<file path="config.mk">
export PLATFORM = sky130hd
export DESIGN_NAME = mqbf_ptr_ram
export DESIGN_NICKNAME = d
export VERILOG_FILES = /design/src/sv/mqbf_ptr_ram.sv
export SDC_FILE = /design/constraint.sdc
export NUM_CORES = 1
export LEC_CHECK = 0
export BUFFER_PORTS_ARGS = -buffer_cell sky130_fd_sc_hd__buf_2
export CAP_MARGIN = 30
export CORE_UTILIZATION = 35
export CTS_CLUSTER_SIZE = 16
export DETAILED_ROUTE_END_ITERATION = 10
export PLACE_DENSITY = 0.63
export SYNTH_ARGS = -nofsm -noshare
export SYNTH_HDL_FRONTEND = slang
export SYNTH_SLANG_ARGS = --single-unit
</file>
<file path="constraint.sdc">
create_clock -name clk -period 4.81 [get_ports clk]
set_input_delay 0.481 -clock clk [delete_from_list [all_inputs] [get_ports clk]]
set_output_delay 0.481 -clock clk [all_outputs]
set_load 0.05 [all_outputs]
</file>
<file path="src/sv/mqbf_ptr_ram.sv">
`timescale 1ns / 1ps
// ----------------------------------------------------------------------------
// mqbf_ptr_ram
// Per-queue pointer table: one write port, one registered read port. Entries
// never written since reset read back as the reset entry.
// ----------------------------------------------------------------------------
`default_nettype none

module mqbf_ptr_ram #(
  parameter int DEPTH = 4,
  parameter int AW    = 2,
  parameter int EW    = 33,
  parameter logic [EW-1:0] RST_ENTRY = '0
) (
  input  logic          clk,
  input  logic          rst_n,
  input  logic          rd_en,
  input  logic [AW-1:0] rd_addr,
  output logic [EW-1:0] rd_data,
  input  logic          wr_en,
  input  logic [AW-1:0] wr_addr,
  input  logic [EW-1:0] wr_data
);

  logic [EW-1:0]    mem [DEPTH];
  logic [EW-1:0]    rd_raw_r;
  logic [DEPTH-1:0] vld_r;
  logic             rd_vld_r;

  // Write entry and registered read
  always_ff @(posedge clk) begin
    if (wr_en) begin
      mem[wr_addr] <= wr_data;
    end
    if (rd_en) begin
      rd_raw_r <= mem[rd_addr];
    end
  end

  // Track written entries; sample the valid bit along with the read
  always_ff @(posedge clk) begin
    if (!rst_n) begin
      vld_r    <= '0;
      rd_vld_r <= 1'b0;
    end else begin
      if (wr_en) begin
        vld_r[wr_addr] <= 1'b1;
      end
      if (rd_en) begin
        rd_vld_r <= vld_r[rd_addr];
      end
    end
  end

  assign rd_data = rd_vld_r ? rd_raw_r : RST_ENTRY;

endmodule

`default_nettype wire

</file>
==> Word level (Yosys, flattened, before mapping) <==
Memory sizes are Yosys's and may differ from the RTL's. A register that Yosys moved wholly into a read port is not among the register bits.
Cells that the tools add are included.
{ "op_classes": {"magnitude_cmp": 3, "n_mux": 7, "bitwise": 1, "reduce_logical": 1} }
{ "op_table": {"columns": ["operator", "count"], "rows": [
  ["33-bit two-way mux", 1],
  ["2-bit by 3-bit less-than comparator with 1-bit output, second input constant", 2],
  ["1-bit two-way mux", 4],
  ["4-bit OR", 1],
  ["1-bit binary-select mux with 2-bit select", 1],
  ["1-bit demux with 2-bit select", 1],
  ["2-bit by 1-bit greater-or-equal comparator with 1-bit output, second input constant", 1],
  ["1-bit logical AND", 1]
]} }
{ "word_totals": {"reg_bits": 5, "ramBits": 132, "inputBits": 41, "out_inout_bits": 33, "word_cells": 15, "memories": 1} }
{ "mem_list": {"columns": ["memory", "depth", "width", "rd", "rd_clocked_by_memory_dff", "write_ports", "line", "source"], "rows": [
  ["mem", 4, 33, 1, 1, 1, "25", "logic [EW-1:0] mem [DEPTH];"]
]} }

==> Longest topological paths before layout <==
Gate-level depths: netlist of the first run.
{ "depth": {"depth_word": 5, "mapped_depth": 4, "ltp_nobuf": 2} }

==> Worst setup path before layout of the first run <==
Ideal clock, no wire load.
{ "synth_timing": {"path_kind": "in2reg", "from": "input port wr_addr[0]", "to": "memory mem[0][0], enable pin", "setup_time_ps": 474, "arrival_ps": 3010, "t_required_ps": 4336, "path_slack_ps": 1326, "path_stages": 1, "n_path_buf": 0, "cell_sequence": "nor3b_1"} }
{ "synth_lines": {"columns": ["element", "line", "source"], "rows": [
  ["start: declaration", "21", "input logic [AW-1:0] wr_addr,"],
  ["end: declaration", "25", null]
]} }
No word-level cell before the write port.

==> Worst setup path in the final report of the first run <==
{ "layout_timing": {"from": "register rd_vld_r", "to": "output port rd_data[10]"} }
{ "layout_between": {"elab_chain_cells": 1} }
{ "layout_rtl": {"columns": ["element", "line", "source"], "rows": [
  ["start: declaration", "28", "logic rd_vld_r;"],
  ["start signal: assignment", "50", "rd_vld_r <= vld_r[rd_addr];"],
  ["33-bit two-way mux", "55", "assign rd_data = rd_vld_r ? rd_raw_r : RST_ENTRY;"],
  ["end: declaration", "19", "output logic [EW-1:0] rd_data,"]
]} }
Every way passes these cells.

==> insert_results.sql, run 1 <==
INSERT INTO impl_metrics (metric_group, metric, value, unit) VALUES
('status', 'result_of_the_run', 'complete, no violations', ''),
('yosys', 'postSynthRegisterBits', '170', ''),
('worst_setup_path', 'endpoint_kind', 'output pin', ''),
('sta', 'layout_setup_ws', '2.549', 'ns'),
('layout', 'layout-drive-gt1-share', '38.78', '%'),
('layout', 'final_area', '7506', 'um^2'),
('cts', 'holdBufCountCts', '0', ''),
('placed_design', 'place.detailed.hpwl', '6504', 'um'),
('drt', 'initialDrtViolationCount', '98', ''),
('placed_design', 'placement.cell_area', '6892', 'um^2'),
('sta', 'max_slew.worst_pin.slew', '0.9421', 'ns'),
('worst_setup_path', 'regToRegEndpoint', 'rd_vld_r$_SDFFE_PN0P_', ''),
('floorplan', 'i_o_pins', '74', ''),
('cts', 'numCtsBuffers', '17', ''),
('min_path', 'worst_hold_path.num_cells', '1', ''),
('pwr', 'peak_vdd_ir', '0.0002641', 'V'),
('job', 'max_cap_check_violation_count', '0', ''),
('yosys', 'synthesized_instance_count', '261', ''),
('min_path', 'holdCritStartpoint', 'wr_data[8]', ''),
('worst_setup_path', 'path_cells', 'buf_16 -> and2_1 -> buf_2', ''),
('drt', 'pre_antenna_drt_iters', '4', ''),
('yosys', 'ys_top_cells_by_area', 'edfxtp_1 (79%), mux4_2 (10%), and2_1 (3.3%)', ''),
('grt', 'maximum_number_of_pins_on_one_net_before_global_route_repair', '37', ''),
('worst_setup_path', 'cp.required', '4.33', 'ns'),
('cts', 'post_cts_setup_bufs', '0', ''),
('layout', 'nNetsFinal', '389', ''),
('cts', 'clock_sink_count', '170', ''),
('worst_setup_path', 'timing.critical_path.fanout_max', '19', ''),
('worst_setup_path', 'regToRegStartpoint', 'rd_vld_r$_SDFFE_PN0P_', ''),
('sta', 'grt_setup_unrepaired', 'false', ''),
('cts', 'htree_num_levels', '4', ''),
('placed_design', 'place.detailed.instances', '554', ''),
('sta', 'report.final.slew_viol_count', '0', ''),
('yosys', 'synth.distinct_cells', '17', ''),
('sta', 'final.min_clock_period', '2.261', 'ns'),
('worst_setup_path', 'slowest_stage', 'dfxtp_1', ''),
('layout', 'layout.cells.most_common_list', 'edfxtp_1 (165), buf_2 (73), and2_1 (33)', ''),
('cts', 'clk_path_buf_depth', '2', ''),
('yosys', 'ys.warnings.count', '0', ''),
('cts', 'cts_root_buffer', 'clkbuf_16', ''),
('drt', 'route.final.wire_length', '10980', 'um'),
('yosys', 'synthesis.nets', '302', ''),
('sta', 'period_share', '47.01', '%'),
('cts', 'cts-resized-gates', '0', ''),
('cts', 'cts.clk_slew.worst_paths', '0.06', 'ns'),
('floorplan', 'core_region_area', '17360', 'um^2'),
('yosys', 'cell_taking_the_most_area_after_synthesis', 'edfxtp_1', ''),
('floorplan', 'die_height', '135.5', 'um'),
('worst_setup_path', 'timing.setup.critical_path_class', 'flip-flop to output pin', ''),
('worst_setup_path', 'regToRegSetupSlack', '3.65', 'ns'),
('worst_setup_path', 'worstPathArrival', '1.78', 'ns'),
('drt', 'viasPerCell', '4.695', ''),
('sta', 'maxClockFrequency', '442.2', 'MHz'),
('sta', 'timing.hold.ws', '0.2721', 'ns'),
('drt', 'drcViolationCount', '0', ''),
('yosys', 'synth.avg_cell_area', '23.89', 'um^2'),
('pwr', 'p_leak', '2.640', 'nW'),
('sta', 'slew-limit-headroom', '37.19', '%'),
('grt', 'grt_first_pass_wirelength', '16880', 'um'),
('sta', 'hold_viol', '0', ''),
('worst_setup_path', 'start_kind', 'flip-flop', ''),
('layout', 'final_common_cell', 'edfxtp_1', ''),
('layout', 'utilization', '43.25', '%'),
('drt', 'antenna_left', '0', ''),
('placed_design', 'finalWeightedCongestion', '0.6407', ''),
('cts', 'tritoncts', 'built', ''),
('grt', 'grt_antenna_before_repair', '0', ''),
('yosys', 'yosysSeqAreaShare', '81.06', '%'),
('floorplan', 'rows', '48', ''),
('drt', 'dr_total_vias', '2751', ''),
('pwr', 'powerDensity', '434.3', 'nW/um^2');
## layer usage
metal	GRT usage (%)	share of wire, %	up-vias	wire [um]
met4	5.993	1.5	0	165
li1	-	-	1256	-
met2	23.08	53	57	5799
met3	4.265	3.8	11	422
met1	15.01	42	1427	4587
met5	0	0	-	0
## logic make-up after synthesis
kind of cell / synth area share, %
muxes: 12.54
AOI/OAI and AO/OA: 0.6220
DFF: 81.06
buffers and inverters: 1.645
and+or+nand+nor: 4.133
## power breakdown
| part | total (mW) | switching [mW] | internal (mW) | leakage [nW] |
|---|---|---|---|---|
| Combinational | 0.158 | 0.0902 | 0.0675 | 0.764 |
| Clock | 1.37 | 0.505 | 0.862 | 0.300 |
| Sequential | 1.74 | 0.0195 | 1.72 | 1.58 |
| Total | 3.26 | 0.614 | 2.65 | 2.64 |
## final cells by class
cell class / instances / area [um^2] / share of cell area [%]
clock buffers: 27 / 533.0 / 7.101
flip-flops and latches: 170 / 5055 / 67.34
multi-input cells: 80 / 1087 / 14.49
well taps: 225 / 281.5 / 3.751
repair buffers: 79 / 467.9 / 6.234
clock inverters: 5 / 81.33 / 1.084
## flip-flops by register name (all words and copies together) (netlist names)
signal	flops
vld_r	4
mem	132
rd_vld_r	1
rd_raw_r	33
## Yosys cell counts
| library cell | instances |
|---|---|
| edfxtp_1 | 165 |
| and2_1 | 33 |
| mux4_2 | 28 |
| dfxtp_1 | 5 |
| mux4_1 | 5 |
| buf_2 | 4 |
| o21a_1 | 4 |
| buf_12 | 3 |
| clkbuf_1 | 3 |
| and3b_1 | 2 |
| mux2i_1 | 2 |
| nand3b_1 | 2 |
| and3_1 | 1 |
| buf_6 | 1 |
| nand3_1 | 1 |
| nor3b_1 | 1 |
| o221ai_1 | 1 |
## worst max path at each step
stage | start | to | slack, ns
finish | rd_vld_r$_SDFFE_PN0P_ | rd_data[10] | 2.55
detailed placement | rd_addr[0] | rd_raw_r[3]$_DFFE_PP_ | 2.69
global placement | rd_vld_r$_SDFFE_PN0P_ | rd_data[10] | 2.63
CTS | rd_vld_r$_SDFFE_PN0P_ | rd_data[10] | 2.47
global route | rd_vld_r$_SDFFE_PN0P_ | rd_data[10] | 2.44
floorplan | wr_addr[0] | mem[0][0]$_DFFE_PP_ | 1.33
## critical path, delay by kind of cell (launching register included)
family                 cells  cell delay (ns)
DFF                        1             0.70
buffers and inverters      2             0.49
and+or+nand+nor            1             0.16
(Power assumes the default switching activity.)
==> run 2, diff against run 1 <==
ABC_AREA = 1   (was unset)
PLACE_DENSITY = 0.62   (was 0.63)
clock period = 2.1 ns   (was 4.81 ns; I/O delays follow)
==> insert_results.sql, run 2 <==
INSERT INTO impl_metrics (metric_group, metric, value, unit) VALUES
('worst_setup_path', 'timing.setup.critical_path_class', 'flip-flop to output pin', ''),
('worst_setup_path', 'regToRegStartpoint', 'mem[1][5]$_DFFE_PP_', ''),
('worst_setup_path', 'cp.required', '1.89', 'ns'),
('yosys', 'synthesis.nets', '494', ''),
('worst_setup_path', 'slowest_stage', 'dfxtp_1', ''),
('floorplan', 'die_height', '136.5', 'um'),
('floorplan', 'rows', '48', ''),
('pwr', 'powerDensity', '990.0', 'nW/um^2'),
('worst_setup_path', 'worstPathArrival', '1.53', 'ns'),
('grt', 'grt_first_pass_wirelength', '20190', 'um'),
('sta', 'finalSetupTns', '0', 'ns'),
('sta', 'hold_viol', '0', ''),
('pwr', 'peak_vdd_ir', '0.0007175', 'V'),
('min_path', 'worst_min_delay_path_class', 'primary input to flip-flop', ''),
('grt', 'grt.total_usage', '15.04', '%'),
('drt', 'pre_antenna_drt_iters', '5', ''),
('yosys', 'synth_largest_type_area_fraction', '78.29', '%'),
('layout', 'registers.top_by_ff_count', 'mem', ''),
('cts', 'post_cts_setup_bufs', '0', ''),
('layout', 'largest_register_ffs', '132', ''),
('cts', 'clk_path_buf_depth', '2', ''),
('pwr', 'p_leak', '3.038', 'nW'),
('yosys', 'syn-cell-area', '6329', 'um^2'),
('yosys', 'synth_enable_flop_cells', '165', ''),
('cts', 'cts-resized-gates', '0', ''),
('sta', 'period_share', '82.88', '%'),
('layout', 'nNetsFinal', '598', ''),
('worst_setup_path', 'path_cells', 'buf_12 -> nand2_1 -> inv_1 -> buf_2', ''),
('sta', 'report.final.slew_viol_count', '0', ''),
('worst_setup_path', 'endpoint_kind', 'output pin', ''),
('grt', 'first_global_vias', '3940', ''),
('floorplan', 'core_region_area', '17480', 'um^2'),
('layout', 'final_common_cell', 'edfxtp_1', ''),
('worst_setup_path', 'regToRegSetupSlack', '1.16', 'ns'),
('drt', 'drcViolationCount', '0', ''),
('drt', 'viasPerCell', '4.734', ''),
('placed_design', 'place.detailed.hpwl', '7337', 'um'),
('drt', 'initialDrtViolationCount', '316', ''),
('floorplan', 'floorplan.die_area', '18620', 'um^2'),
('sta', 'fin_worst_skew', '0.003655', 'ns'),
('layout', 'largestRegisters', 'mem x132, rd_raw_r x33, vld_r x4', ''),
('yosys', 'asyncSetResetFlopFracSynth', '0', '%'),
('sta', 'final.min_clock_period', '1.741', 'ns'),
('worst_setup_path', 'timing.critical_path.fanout_max', '21', ''),
('yosys', 'synth.avg_cell_area', '13.97', 'um^2'),
('floorplan', 'chipWidth', '136.5', 'um'),
('placed_design', 'portBuffers', '73', ''),
('cts', 'cts.clk_slew.worst_paths', '0.06', 'ns'),
('worst_setup_path', 'critical_path.endpoint', 'rd_data[22]', ''),
('job', 'max_cap_check_violation_count', '0', ''),
('yosys', 'cell_taking_the_most_area_after_synthesis', 'edfxtp_1', ''),
('drt', 'route.final.wire_length', '12870', 'um'),
('layout', 'layout.cells.most_common_list', 'edfxtp_1 (165), buf_2 (73), nor2_1 (70)', ''),
('yosys', 'synthesized_instance_count', '453', ''),
('yosys', 'dominantRegCellSynth', 'edfxtp_1', ''),
('worst_setup_path', 'crit_path_max_incr_delay', '0.50', 'ns'),
('cts', 'clk-insertion-delay-late', '0.42', 'ns'),
('cts', 'clock_sink_count', '170', ''),
('yosys', 'postSynthRegisterBits', '170', ''),
('cts', 'cts_root_buffer', 'clkbuf_16', ''),
('grt', 'grt_remaining_overflow', '0', ''),
('sta', 'slew-limit-headroom', '54.07', '%'),
('layout', 'syn_to_final_growth', '24.77', '%'),
('cts', 'tritoncts', 'built', ''),
('yosys', 'yosysSeqAreaShare', '79.87', '%'),
('sta', 'timing.final.setup_violations', '0', ''),
('worst_setup_path', 'start_kind', 'flip-flop', ''),
('layout', 'layout-drive-gt1-share', '20.18', '%'),
('yosys', 'synthMostInstantiatedCell', 'edfxtp_1', ''),
('drt', 'antenna_left', '0', ''),
('placed_design', 'finalWeightedCongestion', '0.6962', ''),
('yosys', 'ys_top_cells_by_area', 'edfxtp_1 (78%), o21ai_0 (5.3%), nor2_1 (4.2%)', ''),
('pwr', 'total_power', '7.818', 'mW'),
('cts', 'htree_num_levels', '4', ''),
('cts', 'numCtsBuffers', '17', ''),
('worst_setup_path', 'critical_path.startpoint', 'rd_vld_r$_SDFFE_PN0P_', ''),
('floorplan', 'i_o_pins', '74', ''),
('drt', 'per_cell_routed_wire_length', '16.17', 'um'),
('worst_setup_path', 'regToRegEndpoint', 'rd_raw_r[5]$_DFFE_PP_', ''),
('grt', 'grt_antenna_before_repair', '1', ''),
('yosys', 'ys.warnings.count', '0', ''),
('floorplan', 'initial_core_util', '36.21', '%'),
('yosys', 'leading_post_synthesis_cells_by_instance_count', 'edfxtp_1 (165), nor2_1 (70), o21ai_0 (67), inv_1 (41), nand2_1 (38)', ''),
('sta', 'maxClockFrequency', '574.5', 'MHz'),
('sta', 'grt_setup_unrepaired', 'false', ''),
('status', 'result_of_the_run', 'complete, no violations', ''),
('grt', 'maximum_number_of_pins_on_one_net_before_global_route_repair', '69', ''),
('drt', 'dr_total_vias', '3768', ''),
('worst_setup_path', 'reg2reg_depth', '2', ''),
('yosys', 'synth.distinct_cells', '15', ''),
('sta', 'max_slew.worst_pin.slew', '0.6890', 'ns');
run 2: changes by cell type after synthesis, moves of 12 or more:
cell	change
nor2_1	+70
mux4_2	-28
and2_1	-33
nand2_1	+38
inv_1	+41
o21ai_0	+67
clkbuf_1	+12
o22ai_1	+33
run 2: layout make-up:
type / instances / area [um^2]
antenna: 1 / 2.502
clock buffer: 18 / 429.2
clock inverter: 14 / 202.7
fill: 1545 / 9580
inverter: 42 / 157.7
multi-input combinational: 217 / 997.2
sequential: 170 / 5055
tap: 225 / 281.5
timing repair buffer: 109 / 770.7
run 2: logic make-up after synthesis:
kind of cell / synth area share (%)
flops: 79.87
simple gates: 6.880
compound gates: 8.877
buf+inv: 4.369
run 2: power breakdown:
part | internal (mW) | switching, mW | total [mW] | leakage (nW)
clock network | 2.09 | 1.20 | 3.29 | 0.297
logic | 0.174 | 0.376 | 0.551 | 1.16
registers | 3.93 | 0.0462 | 3.97 | 1.58
total | 6.19 | 1.62 | 7.82 | 3.04
run 2: layer usage:
layer / track usage [%] / share of wire, % / up-vias
met4: 7.222 / 2.1 / 0
met3: 3.468 / 4.0 / 21
met2: 26.31 / 53 / 82
met1: 17.31 / 41 / 1835
met5: 0 / 0 / -
li1: - / - / 1830
run 2: timing repair:
item                                   CTS  global route
endpoints found under the hold margin   91             0
setup endpoints to repair                0             0
hold buffers                            24             0
run 2: metrics by stage:
step | setup slack (ns) | utilization (%) | hold WS, ns | cell area (um^2) | cells
floorplan | 0.7125 | - | 0.3035 | 6329 | 453
global placement | 0.6598 | 40.18 | 0.4198 | 7022 | 739
detailed placement | 0.6114 | 40.18 | 0.4287 | 7022 | 739
CTS | 0.2926 | 45.17 | 0.0002101 | 7894 | 795
global route | 0.2327 | 45.17 | 0.005678 | 7894 | 795
finish | 0.3594 | 45.18 | 0.009915 | 7896 | 796
run 2: critical path: cells and delay by family, from the launching register on:
family        cells  cell delay, ns
simple gates      1            0.06
buf+inv           3            0.54
flops             1            0.50
run 2: worst min-delay path by stage:
stage,start,end,slack (ns),cells after the start
floorplan,rd_en,rd_vld_r$_SDFFE_PN0P_,0.30,1
global placement,wr_data[22],mem[3][22]$_DFFE_PP_,0.42,1
detailed placement,wr_data[29],mem[3][29]$_DFFE_PP_,0.43,1
CTS,wr_data[27],mem[0][27]$_DFFE_PP_,0.0002,1
global route,wr_data[16],mem[3][16]$_DFFE_PP_,0.006,1
finish,wr_data[16],mem[3][16]$_DFFE_PP_,0.01,1
==> run 3, diff against run 2 <==
PLACE_DENSITY = 0.64   (was 0.62)
clock period = 1.5 ns   (was 2.1 ns; I/O delays follow)
==> insert_results.sql, run 3 (synthesis results as in run 2) <==
INSERT INTO impl_metrics (metric_group, metric, value, unit) VALUES
('status', 'result_of_the_run', 'complete, no violations', ''),
('drt', 'per_cell_routed_wire_length', '16.11', 'um'),
('worst_setup_path', 'regToRegSetupSlack', '0.54', 'ns'),
('sta', 'timing.final.setup_violations', '0', ''),
('cts', 'clk-insertion-delay-late', '0.41', 'ns'),
('sta', 'max_slew.worst_pin.slew', '0.2956', 'ns'),
('placed_design', 'finalWeightedCongestion', '0.6838', ''),
('worst_setup_path', 'endpoint_kind', 'output pin', ''),
('drt', 'route.final.wire_length', '12980', 'um'),
('placed_design', 'portBuffers', '73', ''),
('placed_design', 'placement.cell_area', '7132', 'um^2'),
('drt', 'initialDrtViolationCount', '259', ''),
('cts', 'htree_num_levels', '4', ''),
('worst_setup_path', 'path_cells', 'clkbuf_16 -> nand2_1 -> inv_2 -> buf_12', ''),
('layout', 'layout-drive-gt1-share', '21.34', '%'),
('floorplan', 'chipWidth', '136.5', 'um'),
('sta', 'maxClockFrequency', '686.5', 'MHz'),
('sta', 'finalSetupTns', '0', 'ns'),
('sta', 'final.min_clock_period', '1.457', 'ns'),
('worst_setup_path', 'timing.critical_path.fanout_max', '9', ''),
('cts', 'numCtsBuffers', '17', ''),
('grt', 'grt_remaining_overflow', '0', ''),
('drt', 'dr_total_vias', '3825', ''),
('cts', 'clock_sink_count', '170', ''),
('layout', 'registers.top_by_ff_count', 'mem', ''),
('floorplan', 'floorplan.die_area', '18620', 'um^2'),
('sta', 'report.final.slew_viol_count', '0', ''),
('cts', 'tritoncts', 'built', ''),
('floorplan', 'i_o_pins', '74', ''),
('drt', 'drcViolationCount', '0', ''),
('sta', 'fin_worst_skew', '0.009141', 'ns'),
('floorplan', 'rows', '48', ''),
('sta', 'timing.hold.ws', '0.2165', 'ns'),
('sta', 'layout_setup_ws', '0.04325', 'ns'),
('pwr', 'total_power', '10.39', 'mW'),
('grt', 'grt_first_pass_wirelength', '19890', 'um'),
('layout', 'largest_register_ffs', '132', ''),
('cts', 'post_cts_setup_bufs', '0', ''),
('worst_setup_path', 'worstPathArrival', '1.31', 'ns'),
('worst_setup_path', 'reg2reg_depth', '2', ''),
('layout', 'layout.cells.most_common_list', 'edfxtp_1 (165), nor2_1 (70), o21ai_0 (67)', ''),
('min_path', 'holdCritStartpoint', 'rd_en', ''),
('floorplan', 'initial_core_util', '36.21', '%'),
('sta', 'period_share', '97.12', '%'),
('job', 'max_cap_check_violation_count', '0', ''),
('pwr', 'p_leak', '3.102', 'nW'),
('cts', 'cts_root_buffer', 'clkbuf_16', ''),
('worst_setup_path', 'regToRegEndpoint', 'rd_raw_r[25]$_DFFE_PP_', ''),
('sta', 'hold_viol', '0', ''),
('grt', 'grt.total_usage', '14.67', '%'),
('placed_design', 'dp_slack', '0.2912', 'ns'),
('drt', 'viasPerCell', '4.746', ''),
('worst_setup_path', 'cp.required', '1.35', 'ns'),
('worst_setup_path', 'regToRegStartpoint', 'mem[1][25]$_DFFE_PP_', ''),
('layout', 'final_area', '8159', 'um^2'),
('layout', 'largestRegisters', 'mem x132, rd_raw_r x33, vld_r x4', ''),
('grt', 'first_global_vias', '3875', ''),
('pwr', 'peak_vdd_ir', '0.0008207', 'V'),
('worst_setup_path', 'slowest_stage', 'dfxtp_4', ''),
('drt', 'antenna_left', '0', ''),
('min_path', 'worst_min_delay_path_class', 'primary input to flip-flop', ''),
('pwr', 'powerDensity', '1273', 'nW/um^2'),
('layout', 'antenna_cells_inserted', '0', ''),
('worst_setup_path', 'start_kind', 'flip-flop', ''),
('layout', 'nNetsFinal', '609', ''),
('cts', 'cts.clk_slew.worst_paths', '0.06', 'ns'),
('min_path', 'worst_hold_path.num_cells', '3', ''),
('layout', 'syn_to_final_growth', '28.92', '%'),
('min_path', 'whs_endpoint', 'rd_vld_r$_SDFFE_PN0P_', ''),
('placed_design', 'place.detailed.hpwl', '7198', 'um'),
('floorplan', 'die_height', '136.5', 'um'),
('grt', 'grt_antenna_before_repair', '0', ''),
('drt', 'pre_antenna_drt_iters', '4', ''),
('sta', 'slew-limit-headroom', '80.29', '%'),
('layout', 'final_common_cell', 'edfxtp_1', ''),
('worst_setup_path', 'timing.setup.critical_path_class', 'flip-flop to output pin', ''),
('grt', 'maximum_number_of_pins_on_one_net_before_global_route_repair', '69', ''),
('cts', 'clk_path_buf_depth', '2', ''),
('sta', 'grt_setup_unrepaired', 'true', ''),
('layout', 'num-fill-cells', '1474', ''),
('worst_setup_path', 'crit_path_max_incr_delay', '0.41', 'ns'),
('floorplan', 'core_region_area', '17480', 'um^2');
-- run 3: layout make-up --
type                            count  area, um^2  area share [%]
Clock buffer                       23       457.9           5.613
Clock inverter                      9       77.57          0.9508
Multi-Input combinational cell    217        1002           12.28
Sequential cell                   170        5059           62.00
Timing Repair Buffer              120        1124           13.77
Tap cell                          225       281.5           3.450
Inverter                           42       157.7           1.932
-- run 3: repair_timing --
item / in CTS / in global routing
gates cloned: 0 / 1
hold buffers: 34 / 0
pin swaps: 0 / 0
setup endpoints to repair: 30 / 14
endpoints found under the hold margin: 133 / 0
resized for setup: 20 / 30
-- run 3: worst max-delay path: cells and delay by family, from the launching register on --
kind	cells	cell delay [ns]
DFF	1	0.41
buffers and inverters	3	0.39
and+or+nand+nor	1	0.09
-- run 3: worst max path at each step --
stage / end / cells after the start / start
global route: rd_data[6] / 4 / rd_vld_r$_SDFFE_PN0P_
global placement: rd_data[30] / 4 / rd_vld_r$_SDFFE_PN0P_
CTS: rd_data[11] / 4 / rd_vld_r$_SDFFE_PN0P_
finish: rd_data[9] / 4 / rd_vld_r$_SDFFE_PN0P_
detailed placement: rd_data[30] / 4 / rd_vld_r$_SDFFE_PN0P_
floorplan: mem[0][0]$_DFFE_PP_ / 3 / wr_addr[1]
-- run 3: where the power goes --
| group | total [mW] | internal, mW | switching (mW) |
|---|---|---|---|
| clock network | 3.94 | 2.31 | 1.63 |
| registers | 5.57 | 5.50 | 0.0697 |
| logic | 0.877 | 0.331 | 0.545 |
| total | 10.4 | 8.14 | 2.25 |
-- run 3: per-stage QoR --
| step | std cells | util (%) |
|---|---|---|
| floorplan | 453 | - |
| CTS | 805 | 46.11 |
| detailed placement | 739 | 40.81 |
| global route | 806 | 46.69 |
| finish | 806 | 46.69 |
| global placement | 739 | 40.81 |
-- run 3: metal layers --
metal / global-route usage, % / vias to the layer above / routed length, um
li1: - / 1851 / -
met1: 16.38 / 1868 / 5109
met2: 26.28 / 94 / 6954
met3: 4.288 / 12 / 743
met4: 5.432 / 0 / 174
met5: 0 / - / 0
