File: src/sv/mqbf_pkg.sv
`timescale 1ns / 1ps
// ----------------------------------------------------------------------------
// mqbf_pkg
// Shared types and fixed widths for the multi-queue byte FIFO.
// ----------------------------------------------------------------------------
`default_nettype none

package mqbf_pkg;

  // Fixed field widths
  localparam int SIZE_W        = 9;
  localparam int FILL_W        = 9;
  localparam int BYTE_W        = 8;
  localparam int OP_W          = 2;
  localparam int QID_W         = 2;
  localparam int CFG_IDX_W     = 2;
  localparam int NUM_SIZE_REGS = 4;

  // Request operations
  typedef enum logic [OP_W-1:0] {
    OP_PUSH  = 2'd0,
    OP_POP   = 2'd1,
    OP_PEEK  = 2'd2,
    OP_CLEAR = 2'd3
  } mqbf_op_t;

  // Request sequencer states
  typedef enum logic [1:0] {
    ST_IDLE   = 2'd0,
    ST_LOOKUP = 2'd1,
    ST_RESULT = 2'd2
  } mqbf_state_t;

  // Outcome flags of one queue update
  typedef struct packed {
    logic push_ok;
    logic read_hit;
  } mqbf_upd_flags_t;

endpackage

`default_nettype wire

File: src/sv/mqbf_queue_update.sv
`timescale 1ns / 1ps
// ----------------------------------------------------------------------------
// mqbf_queue_update
// Applies one request to a queue's pointer entry: advances the request's
// cursor (clear resets write/read), updates fill level, picks the byte slot.
// ----------------------------------------------------------------------------
`default_nettype none

module mqbf_queue_update #(
  parameter int PW = 8,
  parameter int SW = 9
) (
  input  mqbf_pkg::mqbf_op_t        op,
  input  logic [SW-1:0]             size,
  input  logic [PW-1:0]             wptr,
  input  logic [PW-1:0]             rptr,
  input  logic [PW-1:0]             lptr,
  input  logic [SW-1:0]             fill,
  output logic [PW-1:0]             new_wptr,
  output logic [PW-1:0]             new_rptr,
  output logic [PW-1:0]             new_lptr,
  output logic [SW-1:0]             new_fill,
  output logic [SW-1:0]             free,
  output logic [PW-1:0]             mem_ptr,
  output mqbf_pkg::mqbf_upd_flags_t flags
);

  import mqbf_pkg::*;

  logic [PW-1:0] top;

  // Increment and wrap at the queue size
  function automatic logic [PW-1:0] adv(input logic [PW-1:0] p, input logic [SW-1:0] s);
    logic [PW:0] n;
    begin
      n = {1'b0, p} + 1'b1;
      adv = (n >= (PW+1)'(s)) ? '0 : n[PW-1:0];
    end
  endfunction

  assign top = PW'(size - 1'b1);

  // Update the entry for the requested operation
  always_comb begin
    new_wptr = wptr;
    new_rptr = rptr;
    new_lptr = lptr;
    new_fill = fill;
    mem_ptr  = wptr;
    flags    = '0;
    unique case (op)
      OP_PUSH: begin
        if (fill < size) begin
          new_wptr      = adv(wptr, size);
          mem_ptr       = new_wptr;
          new_fill      = fill + 1'b1;
          flags.push_ok = 1'b1;
        end
      end
      OP_POP: begin
        if (fill != '0) begin
          new_rptr       = adv(rptr, size);
          mem_ptr        = new_rptr;
          new_fill       = fill - 1'b1;
          flags.read_hit = 1'b1;
        end
      end
      OP_PEEK: begin
        if (fill != '0) begin
          new_lptr       = adv(lptr, size);
          mem_ptr        = new_lptr;
          flags.read_hit = 1'b1;
        end
      end
      OP_CLEAR: begin
        new_wptr = top;
        new_rptr = top;
        new_fill = '0;
      end
    endcase
  end

  assign free = size - new_fill;

endmodule

`default_nettype wire

File: config.mk
export PLATFORM = sky130hd
export DESIGN_NAME = mqbf_queue_update
export DESIGN_NICKNAME = d
export VERILOG_FILES = /design/src/sv/mqbf_pkg.sv /design/src/sv/mqbf_queue_update.sv
export SDC_FILE = /design/constraint.sdc
export NUM_CORES = 1
export LEC_CHECK = 0
export CORE_MARGIN = 2
export CORE_UTILIZATION = 30
export DETAILED_ROUTE_END_ITERATION = 6
export DONT_BUFFER_PORTS = 1
export GPL_ROUTABILITY_DRIVEN = 0
export PLACE_DENSITY = 0.44
export SLEW_MARGIN = 0
export SYNTH_ARGS = -nofsm -noshare
export SYNTH_HDL_FRONTEND = slang
export SYNTH_SLANG_ARGS = --single-unit
File: constraint.sdc
create_clock -name vclk -period 4.9
set_input_delay 0.98 -clock vclk [all_inputs]
set_output_delay 0.98 -clock vclk [all_outputs]
set_load 0.02 [all_outputs]
; ---- Word level (Yosys, flattened, before mapping)
; Index checks and enable logic that the tools add are counted.
[op_classes]
reduce_logical = 3
muxes = 19
n_eq_ne = 3
add_sub_neg = 7
n_lt_le_gt_ge = 4
[op_table]
columns = cell, count
row1 = 2-to-1 mux 8 bit, 9
row2 = case mux 8 bit (2 select lines), 2
row3 = "adder 8 x 1 -> 9 bit, second input constant", 3
row4 = >= comparator 9 bit, 3
row5 = case mux 9 bit (3 select lines), 1
row6 = case mux 8 bit (3 select lines), 1
row7 = 2-to-1 mux 9 bit, 2
row8 = "adder 9 x 1 -> 9 bit, second input constant", 1
row9 = less-than comparator 9 bit, 1
row10 = nonzero test 9 bit, 1
row11 = "subtractor 9 x 1 -> 9 bit, second input constant", 1
row12 = subtractor 9 bit, 1
row13 = "subtractor 8 x 1 -> 8 bit, second input constant", 1
row14 = "equality test 2 bit, second input constant", 2
row15 = 2-to-1 mux 1 bit, 4
row16 = "equality test 2 x 1 -> 1 bit, second input constant", 1
row17 = logical NOT 2 bit, 1
row18 = OR reduction 2 bit, 1
[totals]
regBits = 0
wordCells = 36

; ---- Logic depth before layout (Yosys ltp)
; Gate-level depths: netlist (run 1).
[logic_depth]
ltp_word = 5
mapped_depth = 17

; ---- Worst setup path before layout (run 1)
; Ideal clock, no wire load.
[synth_timing]
kind = input to output
startpoint = input port size[6]
endpoint = output port free[8]
t_arrival_ns = 4.235
n_path_buf = 0
path_stages = 17
path_slack_ns = -0.315
cell_sequence = inv_1 > ha_1 > a21oi_1 > o21ai_0 > a41oi_4 > nand3_1 > a211oi_1 > a21o_1 > ha_1 > inv_1 > fa_1 > a21oi_1 > nor2b_1 > o31ai_1 > a21oi_1 > xnor2_1 > xor2_1
[synth_between]
elab_chain_cells = 4
[synth_rtl]
columns = element, line
row1 = from (decl), mqbf_queue_update.sv:14  ; input logic [SW-1:0] size,
row2 = less-than comparator 9 bit, mqbf_queue_update.sv:53  ; if (fill < size) begin
row3 = 2-to-1 mux 9 bit, mqbf_queue_update.sv:53
row4 = case mux 9 bit (3 select lines), mqbf_queue_update.sv:51  ; unique case (op)
row5 = named net new_fill[0], mqbf_queue_update.sv:22  ; output logic [SW-1:0] new_fill,
row6 = subtractor 9 bit, mqbf_queue_update.sv:83  ; assign free = size - new_fill;
row7 = to (decl), mqbf_queue_update.sv:23  ; output logic [SW-1:0] free,
; The timed path passes the listed nets, and every way through them passes these cells.

; ---- Final worst setup path (run 1)
[layout_timing]
startpoint = input port size[6]
endpoint = output port free[8]
[layout_between]
elab_chain_cells = 4
[layout_rtl]
columns = element, line
row1 = less-than comparator 9 bit, mqbf_queue_update.sv:53
row2 = 2-to-1 mux 9 bit, mqbf_queue_update.sv:53
row3 = case mux 9 bit (3 select lines), mqbf_queue_update.sv:51
row4 = subtractor 9 bit (*), mqbf_queue_update.sv:83
; Every way passes the cells marked *; elsewhere a longest branch is shown, timed or not.

==> reports/results.tsv, run 1 <==
stage	metric	value	unit
detailed_routing	number of iterations in the first detailed-routing pass	5	
floorplanning	num ports	96	
critical_path	worst-path cell chain	clkinvlp_4 > ha_4 > and4_4 > a41o_1 > nor2_4 > o211ai_1 > a21o_1 > ha_2 > inv_2 > fa_2 > a21oi_2 > nor2b_2 > o31ai_4 > a21oi_2 > xnor2_2 > xor2_2	
grt	vias in the first global route	3754	
critical_path	Largest delay share family, worst path	compound AO/OA/AOI/OAI gates	
layout	Register Area	0	um2
power_and_ir_drop	combinational share of power	100.0	%
sta	Hold Slack	2.13	ns
synth	syn_nets	563	
place	dpl hpwl	10.8	mm
hold_path	critical hold path startpoint	size[0]	
detailed_routing	post-route antenna net violation count	0	
layout	cell area after layout	4280	um2
floorplanning	Rows	37	
floorplanning	die area	11500	um2
synth	synthesized instance count	464	
status	run status	completed	
grt	largest net degree at the start of global routing	18	
floorplanning	die extent in x	107	um
grt	GR Overflow Total	0	
sta	relative slew slack	53.1	%
grt	first-pass GRT wire length	20.3	mm
floorplanning	Initial Utilization	30.9	%
critical_path	Critical Path AT	3.89	ns
critical_path	CP startpoint kind	primary input	
synth	Yosys top cell area share	21.2	%
detailed_routing	1st-iter DRT viols	219	
synth	yosys warns	0	
place	I/O Buffers	0	
power_and_ir_drop	Clk pwr share	0	%
grt	GRT Util Overall	21.9	%
power_and_ir_drop	power per cell area	134	nW/um2
detailed_routing	vias per cell	5.73	
sta	final setup vio count	0	
power_and_ir_drop	Overall Power	574	uW
synth	distinct cell type count after synthesis	67	
place	placed cell areas	4010	um2
layout	sequential cell count	0	
sta	Tmin final	4.87	ns
power_and_ir_drop	Pleak	1.91	nW
synth	post-synth top area cell	ha_1	
hold_path	Min-Delay Endpoint	new_rptr[0]	
power_and_ir_drop	Internal Power	249	uW
synth	cell area after synthesis	3190	um2
critical_path	Required @ worst endpoint	3.92	ns
power_and_ir_drop	Flop pwr share	0	%
clocking	# hold bufs at CTS	0	
floorplanning	height of the die	107	um
detailed_routing	routed via count	3889	
synth	register area share after synthesis	0	%
detailed_routing	WL final	12.9	mm
layout	layout cells sized above 1	29.3	%
critical_path	CP Capture Type	primary output	
layout	clock buffers	0	
power_and_ir_drop	Sw Ratio	56.6	%
sta	Fin. Hold Viols	0	
layout	Net count, final	644	
sta	Final Cycle Share	99.4	%
layout	ANT cells	0	
power_and_ir_drop	sw power	325	uW
layout	FILL cells	1068	
sta	maximum clock frequency	0.205	GHz
detailed_routing	Routed WL per cell	19.1	um
critical_path	top fanout value on the critical path	3	
hold_path	Hold Path Class	in2out	
synth	Syn Area/Cell	6.87	um2
critical_path	CP dominant cell by count	a21oi_2	
grt	initial antenna violation count	0	
sta	Final Max Slew Viols	0	
floorplanning	Placeable Area	10300	um2
critical_path	Slowest-stage cell, CP	fa_2	
layout	Final Util	41.4	%
critical_path	Buf/Inv on CP	2	
synth	synth top area cells	ha_1, nand2_1, a21oi_1, xnor2_1, nand3_1	
detailed_routing	Post-route DRC	0	
layout	Area Overhead vs Synth	34.1	%
sta	worst slew pin tran	0.703	ns
sta	RSZ-0062 raised after global routing	yes	
hold_path	hold depth	1	
job	Max Cap Viol	0	
critical_path	WS Path Type	in2out	
power_and_ir_drop	Worst VDD drop	0.0572	mV
critical_path	max incr delay on CP	0.34	ns
-- cell usage in the layout (no fill, tap or decap), drive strengths merged, types with 3 or more instances in the layout --
cell type | synthesis | routed
nor2 | 39 | 40
a211o | 4 | 4
nor3 | 17 | 17
o21ai | 13 | 13
o211ai | 3 | 3
nand2b | 3 | 3
nand4 | 11 | 11
nor4 | 3 | 3
xor2 | 11 | 11
o2bb2ai | 3 | 3
a41oi | 7 | 7
a221o | 4 | 4
nor2b | 7 | 7
ha | 54 | 54
o22ai | 5 | 5
mux2i | 3 | 3
a32oi | 15 | 15
inv | 35 | 33
a22o | 4 | 4
a211oi | 7 | 7
and4 | 3 | 3
nand3 | 31 | 31
or3 | 5 | 5
and3 | 11 | 11
a21oi | 36 | 36
nand2 | 49 | 49
buf | 9 | 95
a31oi | 4 | 4
a2bb2oi | 4 | 4
xnor2 | 20 | 20
a21o | 6 | 6
-- how the worst max path moves through the flow --
| stage | endpoint | slack [ns] | from | cells past startpoint |
|---|---|---|---|---|
| after floorplan | free[8] | -0.18 | size[6] | 16 |
| after global placement | free[8] | -0.14 | size[8] | 16 |
| after detailed placement | free[8] | -0.23 | size[7] | 16 |
| after CTS | free[8] | -0.005 | size[6] | 16 |
| after global routing | free[8] | -0.14 | size[6] | 16 |
| final | free[8] | 0.03 | size[6] | 16 |
-- cell usage after synthesis (all sizes together), types with 3 or more instances --
master    n
ha       54
nand2    49
nor2     39
a21oi    36
inv      35
nand3    31
xnor2    20
nor3     17
a32oi    15
o21ai    13
and3     11
nand4    11
xor2     11
buf       9
clkbuf    8
a211oi    7
a41oi     7
nor2b     7
a21o      6
o22ai     5
or3       5
a211o     4
a221o     4
a22o      4
a2bb2oi   4
a31oi     4
and4      3
mux2i     3
nand2b    3
nor4      3
o211ai    3
o2bb2ai   3
-- power groups by stage --
stage / clock [mW] / sequential (mW) / combinational (mW)
5_1_grt: 0 / 0 / 0.623
4_1_cts: 0 / 0 / 0.542
3_3_place_gp: 0 / 0 / 0.522
2_1_floorplan: 0 / 0 / 0.348
6_report: 0 / 0 / 0.574
3_5_place_dp: 0 / 0 / 0.525
-- through the flow --
stage	TNS, ns	setup slack, ns	cells
after floorplan	-0.182	-0.182	464
after detailed placement	-0.616	-0.234	670
final	0	0.0284	679
after global placement	-0.370	-0.145	670
after global routing	-0.212	-0.138	679
after CTS	-0.00489	-0.00489	672
-- layer usage --
metal / up-vias / routed length [um] / global-route usage [%]
li1: 1918 / - / -
met1: 1845 / 6240 / 32.5
met2: 118 / 5680 / 34.4
met3: 8 / 946 / 3.77
met4: 0 / 89 / 1.48
met5: - / 0 / 0
-- area by class of cell --
cell class,instances,area [um2],share of cell area (%)
multi-input cells,412,3240,75.8
repair buffers,95,721,16.9
well taps,136,170,3.98
inverters,36,143,3.34
-- kinds of logic (layout without fill, tap and decap cells) --
| kind of cell | count (synthesis) | after routing | share of synthesized area [%] |
|---|---|---|---|
| AOI/OAI and AO/OA | 135 | 135 | 31.5 |
| xor gates and xnor gates | 31 | 31 | 8.52 |
| adders and majority gates | 55 | 55 | 21.8 |
| buffers and inverters | 53 | 131 | 6.79 |
| muxes | 5 | 5 | 1.77 |
| and+or+nand+nor | 185 | 186 | 29.6 |
-- what timing repair did --
| action | CTS | global route |
|---|---|---|
| buffers inserted | 3 | 6 |
| setup endpoints to repair | 4 | 12 |
| gates resized for setup | 12 | 29 |
| cloned | 0 | 1 |
| pin swaps | 9 | 16 |
Power figures use the tool's default switching activity.
==> inputs of run 2 (changes only) <==
Settings changed: CORE_UTILIZATION 30 to 60, PLACE_DENSITY 0.44 to 0.78.
==> reports/results.tsv, run 2 (synthesis gave the netlist of run 1 again) <==
stage	metric	value	unit	change
sta	PnR worst setup slack	-0.119	ns	was 0.0284 ns
grt	initial antenna violation count	0		unchanged
layout	leading cell types in the layout, fill and taps excluded	buf_4, ha_1, nand2_1		unchanged
sta	Final Cycle Share	102	%	was 99.4%
layout	clock buffers	0		unchanged
layout	sequential cell count	0		unchanged
layout	cell area after layout	3890	um2	was 4280 um2
detailed_routing	1st-iter DRT viols	553		was 219
power_and_ir_drop	power per cell area	137	nW/um2	was 134 nW/um2
layout	FILL cells	377		was 1,068
detailed_routing	Routed WL per cell	19.9	um	was 19.1 um
detailed_routing	Post-route DRC	0		unchanged
layout	Net count, final	618		was 644
sta	final setup vio count	3		was 0
critical_path	max incr delay on CP	0.34	ns	about the same
sta	Hold Slack	2.12	ns	was 2.13 ns
floorplanning	height of the die	76.9	um	was 107 um
layout	Register Area	0	um2	unchanged
floorplanning	Initial Utilization	62.4	%	was 30.9%
place	post-place setup slack	-0.220	ns	was -0.234 ns
critical_path	Largest delay share family, worst path	compound AO/OA/AOI/OAI gates		unchanged
grt	first-pass GRT wire length	18.1	mm	was 20.3 mm
critical_path	Slowest-stage cell, CP	fa_2		unchanged
critical_path	CP startpoint kind	primary input		unchanged
layout	Final Util	76.1	%	was 41.4%
hold_path	Hold Path Class	in2out		unchanged
detailed_routing	WL final	11.7	mm	was 12.9 mm
job	Max Cap Viol	0		unchanged
status	violated checks	setup timing		
sta	maximum clock frequency	0.199	GHz	was 0.205 GHz
critical_path	worst-path cell chain	clkinvlp_4 > ha_4 > and4_4 > a41o_1 > nor2_4 > o211ai_1 > a21o_1 > ha_2 > inv_1 > fa_2 > a21oi_2 > nor2b_1 > o31ai_2 > a21oi_1 > xnor2_1 > xor2_2		was clkinvlp_4 > ha_4 > and4_4 > a41o_1 > nor2_4 > o211ai_1 > a21o_1 > ha_2 > inv_2 > fa_2 > a21oi_2 > nor2b_2 > o31ai_4 > a21oi_2 > xnor2_2 > xor2_2
floorplanning	Placeable Area	5110	um2	was 10,300 um2
sta	Fin. Hold Viols	0		unchanged
floorplanning	die extent in x	76.9	um	was 107 um
critical_path	Required @ worst endpoint	3.92	ns	about the same
critical_path	CP Capture Type	primary output		unchanged
critical_path	Buf/Inv on CP	2		unchanged
detailed_routing	number of iterations in the first detailed-routing pass	6		was 5
hold_path	critical hold path startpoint	size[0]		unchanged
floorplanning	num ports	96		unchanged
detailed_routing	routed via count	4160		was 3,889
critical_path	Critical Path Stages	16		unchanged
layout	ANT cells	0		unchanged
layout	Area Overhead vs Synth	22.0	%	was 34.1%
layout	most common cell after layout, fill and taps aside	buf_4		unchanged
place	dpl hpwl	9.19	mm	was 10.8 mm
layout	layout cells sized above 1	22.8	%	was 29.3%
grt	vias in the first global route	3724		was 3,754
critical_path	Critical Path AT	4.04	ns	was 3.89 ns
critical_path	Setup crit start	size[6]		unchanged
sta	RSZ-0062 raised after global routing	yes		unchanged
floorplanning	die area	5910	um2	was 11,500 um2
power_and_ir_drop	Worst VDD drop	0.139	mV	was 0.0572 mV
power_and_ir_drop	Overall Power	532	uW	was 574 uW
hold_path	hold depth	1		unchanged
sta	relative slew slack	51.4	%	was 53.1%
grt	largest net degree at the start of global routing	23		was 18
critical_path	WS Path Type	in2out		unchanged
status	run status	finished, violations left		was completed
grt	GR Overflow Total	0		unchanged
sta	Tmin final	5.02	ns	was 4.87 ns
grt	GRT Util Overall	36.6	%	was 21.9%
power_and_ir_drop	Pleak	1.76	nW	was 1.91 nW
detailed_routing	post-route antenna net violation count	0		unchanged
sta	worst slew pin tran	0.728	ns	was 0.703 ns
sta	Final Max Slew Viols	0		unchanged
detailed_routing	vias per cell	7.09		was 5.73
place	I/O Buffers	0		unchanged
critical_path	top fanout value on the critical path	3		unchanged
place	placed cell areas	3740	um2	was 4010 um2
floorplanning	Rows	26		was 37
## run 2: repair_timing
action                     in CTS  in global routing
gates resized for setup         7                 12
setup endpoints to repair       3                  6
pin swaps                       8                  4
hold buffers                    0                  0
setup buffers                   3                  4
## run 2: through the flow
stage               setup TNS [ns]  std cells
finish                      -0.178        587
global route                -0.583        587
floorplan                   -0.182        464
detailed placement          -0.458        580
CTS                        -0.0181        583
global placement            -0.133        580
## run 2: per-layer routing
layer / vias up / GRT usage, % / part of all wire [%]
li1: 1874 / - / -
met1: 1868 / 49.9 / 38
met2: 376 / 58.2 / 43
met3: 42 / 9.18 / 16
met4: 0 / 7.09 / 2.9
met5: - / 0 / 0
## run 2: final timing paths
kind              slack [ns]          end
setup / recovery       -0.12      free[8]
hold / removal          2.12  new_rptr[0]
## run 2: layout make-up
type / instances / area, um2 / area share (%)
multi-input cells: 411 / 3140 / 80.7
repair buffers: 70 / 526 / 13.5
inverters: 36 / 139 / 3.57
well taps: 70 / 87.6 / 2.25
## run 2: power by group
group          leakage (nW)  total, mW  internal, mW  switching [mW]
combinational          1.76      0.532         0.217           0.315
sequential                0          0             0               0
clock                     0          0             0               0
total                  1.76      0.532         0.217           0.315
==> inputs of run 3 (changes only) <==
Settings changed: ABC_AREA from default to 1, CELL_PAD_IN_SITES_DETAIL_PLACEMENT from default to 1, CELL_PAD_IN_SITES_GLOBAL_PLACEMENT from default to 1, CORE_UTILIZATION 60 to 40, PLACE_DENSITY 0.78 to 0.8.
==> reports/results.tsv, run 3 <==
stage	metric	value	unit	change
status	run status	completed		was finished, violations left
synth	post-synthesis mux area share	0	%	was 1.77%
sta	Final Max Slew Viols	0		unchanged
synth	Yosys top cell area share	20.0	%	was 21.2%
place	placed cells	808		was 580
hold_path	Hold Path Class	in2out		unchanged
layout	cell area after layout	4030	um2	was 3890 um2
power_and_ir_drop	Sw Ratio	67.1	%	was 59.2%
synth	Simple-Gate Fraction of Synth Area	43.3	%	was 29.6%
floorplanning	height of the die	99.1	um	was 76.9 um
layout	clock buffers	0		unchanged
floorplanning	die area	9830	um2	was 5910 um2
grt	GRT Util Overall	29.7	%	was 36.6%
synth	yosys warns	0		unchanged
synth	syn_nets	790		was 563
layout	layout cells sized above 1	10.6	%	was 22.8%
critical_path	CP startpoint kind	primary input		unchanged
place	dpl hpwl	12.5	mm	was 9.19 mm
detailed_routing	vias per cell	5.94		was 7.09
synth	cell area after synthesis	3620	um2	was 3190 um2
layout	Area Overhead vs Synth	11.3	%	was 22.0%
power_and_ir_drop	Flop pwr share	0	%	about the same
critical_path	Critical Path AT	3.85	ns	was 4.04 ns
grt	first-pass GRT wire length	23.9	mm	was 18.1 mm
sta	relative slew slack	56.7	%	was 51.4%
clocking	# hold bufs at CTS	0		unchanged
layout	most common cell after layout, fill and taps aside	nand2_1		was buf_4
critical_path	max incr delay on CP	0.33	ns	was 0.34 ns
grt	vias in the first global route	4794		was 3,724
layout	Multi-input gate area	3200	um2	was 3140 um2
floorplanning	num ports	96		unchanged
detailed_routing	routed via count	4830		was 4,160
critical_path	WS Path Type	in2out		unchanged
grt	initial antenna violation count	0		unchanged
floorplanning	Rows	34		was 26
power_and_ir_drop	Overall Power	553	uW	was 532 uW
place	post-place setup slack	-0.211	ns	was -0.220 ns
detailed_routing	Post-route DRC	0		unchanged
critical_path	CP Capture Type	primary output		unchanged
synth	Syn Area/Cell	5.24	um2	was 6.87 um2
synth	synth top area cells	nand2_1, ha_1, inv_1, nand3_1, nor2_1		was ha_1, nand2_1, a21oi_1, xnor2_1, nand3_1
sta	worst slew pin tran	0.647	ns	was 0.728 ns
sta	Tmin final	4.83	ns	was 5.02 ns
grt	GR Overflow Total	0		unchanged
synth	synth cell count leaders	nand2_1, inv_1, nor2_1		was ha_1, nand2_1, a21oi_1, nor2_1, inv_1
power_and_ir_drop	Pleak	2.26	nW	was 1.76 nW
power_and_ir_drop	Internal Power	182	uW	was 217 uW
detailed_routing	WL final	15.8	mm	was 11.7 mm
sta	Final Cycle Share	98.6	%	was 102%
critical_path	Setup crit start	size[8]		was size[6]
sta	setup tns final	0	ns	was -0.178 ns
place	placed cell areas	3870	um2	was 3740 um2
critical_path	worst-path cell chain	inv_1 > ha_1 > nand2_2 > nor2_2 > o211ai_1 > nand3_4 > buf_6 > nand2_1 > nand3_1 > a22oi_2 > inv_2 > ha_4 > inv_1 > o21ai_0 > nand3_1 > nand3_2 > xor2_2 > nand3b_1 > nand2_2		was clkinvlp_4 > ha_4 > and4_4 > a41o_1 > nor2_4 > o211ai_1 > a21o_1 > ha_2 > inv_1 > fa_2 > a21oi_2 > nor2b_1 > o31ai_2 > a21oi_1 > xnor2_1 > xor2_2
power_and_ir_drop	Worst VDD drop	0.0715	mV	was 0.139 mV
synth	post-synth top area cell	nand2_1		was ha_1
sta	maximum clock frequency	0.207	GHz	was 0.199 GHz
synth	distinct cell type count after synthesis	35		was 67
critical_path	top fanout value on the critical path	5		was 3
layout	ANT cells	0		unchanged
layout	FILL cells	1319		was 377
layout	sequential cell count	0		unchanged
synth	synthesized instance count	691		was 464
power_and_ir_drop	combinational share of power	100.0	%	about the same
power_and_ir_drop	Clk pwr share	0	%	about the same
detailed_routing	number of iterations in the first detailed-routing pass	5		was 6
synth	most numerous cell in the Yosys netlist	nand2_1		was ha_1
floorplanning	die extent in x	99.1	um	was 76.9 um
critical_path	Required @ worst endpoint	3.92	ns	about the same
sta	PnR worst setup slack	0.0706	ns	was -0.119 ns
synth	largest family of logic cells by synthesized area	simple AND/OR/NAND/NOR gates		was compound AO/OA/AOI/OAI gates
detailed_routing	Routed WL per cell	19.4	um	was 19.9 um
layout	Register Area	0	um2	unchanged
detailed_routing	1st-iter DRT viols	303		was 553
synth	xor/xnor cell area share of the yosys netlist	4.84	%	was 8.52%
layout	Net count, final	806		was 618
place	I/O Buffers	0		unchanged
job	Max Cap Viol	0		unchanged
hold_path	critical hold path startpoint	lptr[1]		was size[0]
floorplanning	Initial Utilization	41.3	%	was 62.4%
sta	final setup vio count	0		was 3
layout	leading cell types in the layout, fill and taps excluded	nand2_1, inv_1, nor2_1		was buf_4, ha_1, nand2_1
floorplanning	Placeable Area	8760	um2	was 5110 um2
sta	Fin. Hold Viols	0		unchanged
synth	Synth Area in Adders	19.2	%	was 21.8%
detailed_routing	post-route antenna net violation count	0		unchanged
power_and_ir_drop	sw power	371	uW	was 315 uW
synth	register area share after synthesis	0	%	unchanged
grt	largest net degree at the start of global routing	25		was 23
synth	post-synthesis compound-gate area fraction	17.5	%	was 31.5%
layout	Post-Layout Cell Count	813		was 587
critical_path	Slowest-stage cell, CP	ha_1		was fa_2
power_and_ir_drop	power per cell area	137	nW/um2	about the same
==> run 3: cell count changes after synthesis, moves of 9 or more <==
cell and change:
nand2_1 +144, inv_1 +73, nand3_1 +38, nor2_1 +37, xnor2_1 -19, o21ai_0 +16
a32oi_1 -15, and3_1 -11, a21oi_1 +9, o21ai_1 +9, o21bai_1 +9
==> run 3: final timing paths <==
| path | endpoint | slack, ns | cells past startpoint |
|---|---|---|---|
| max | free[8] | 0.07 | 19 |
| min | new_lptr[1] | 2.15 | 2 |
==> run 3: stage by stage <==
stage                     utilization [%]  hold slack (ns)
after floorplan                         -             2.14
after global placement               44.2             2.15
after detailed placement             44.2             2.15
after CTS                            44.5             2.16
after global routing                 46.0             2.16
final                                46.0             2.15
==> run 3: what timing repair did <==
| item | CTS | global route |
|---|---|---|
| setup endpoints to repair | 1 | 3 |
| gates cloned | 0 | 1 |
| resized for setup | 5 | 22 |
| buffers inserted | 0 | 4 |
| pin swaps | 0 | 14 |
==> run 3: cell families after synthesis <==
logic type / Yosys count
adders and majority gates: 55
buffers and inverters: 136
and+or+nand+nor: 367
AOI/OAI and AO/OA: 113
xor gates and xnor gates: 20
==> run 3: area by class of cell <==
class / count / area share, %
multi-input cells: 556 / 79.4
inverters: 114 / 10.6
repair buffers: 35 / 6.61
well taps: 108 / 3.35
==> run 3: worst max-delay path: cells and delay by family <==
family	cells	cell delay [ns]
AND/OR/NAND/NOR	9	1.07
adder cells (fa/ha/maj)	2	0.63
AO/OA/AOI/OAI	3	0.59
buffers and inverters	4	0.37
XOR/XNOR	1	0.21
==> run 3: power by group through the flow <==
stage               clock network (mW)  registers, mW  logic (mW)
global placement                     0              0       0.490
global route                         0              0       0.603
detailed placement                   0              0       0.512
floorplan                            0              0       0.374
CTS                                  0              0       0.517
finish                               0              0       0.553
==> run 3: layer usage <==
| layer | routed length (um) | GRT usage [%] | vias up |
|---|---|---|---|
| met1 | 6210 | 37.5 | 2325 |
| met2 | 7740 | 52.9 | 190 |
| met3 | 1220 | 3.09 | 43 |
| met4 | 621 | 9.38 | 0 |
| met5 | 0 | 0 | - |
| li1 | - | - | 2272 |
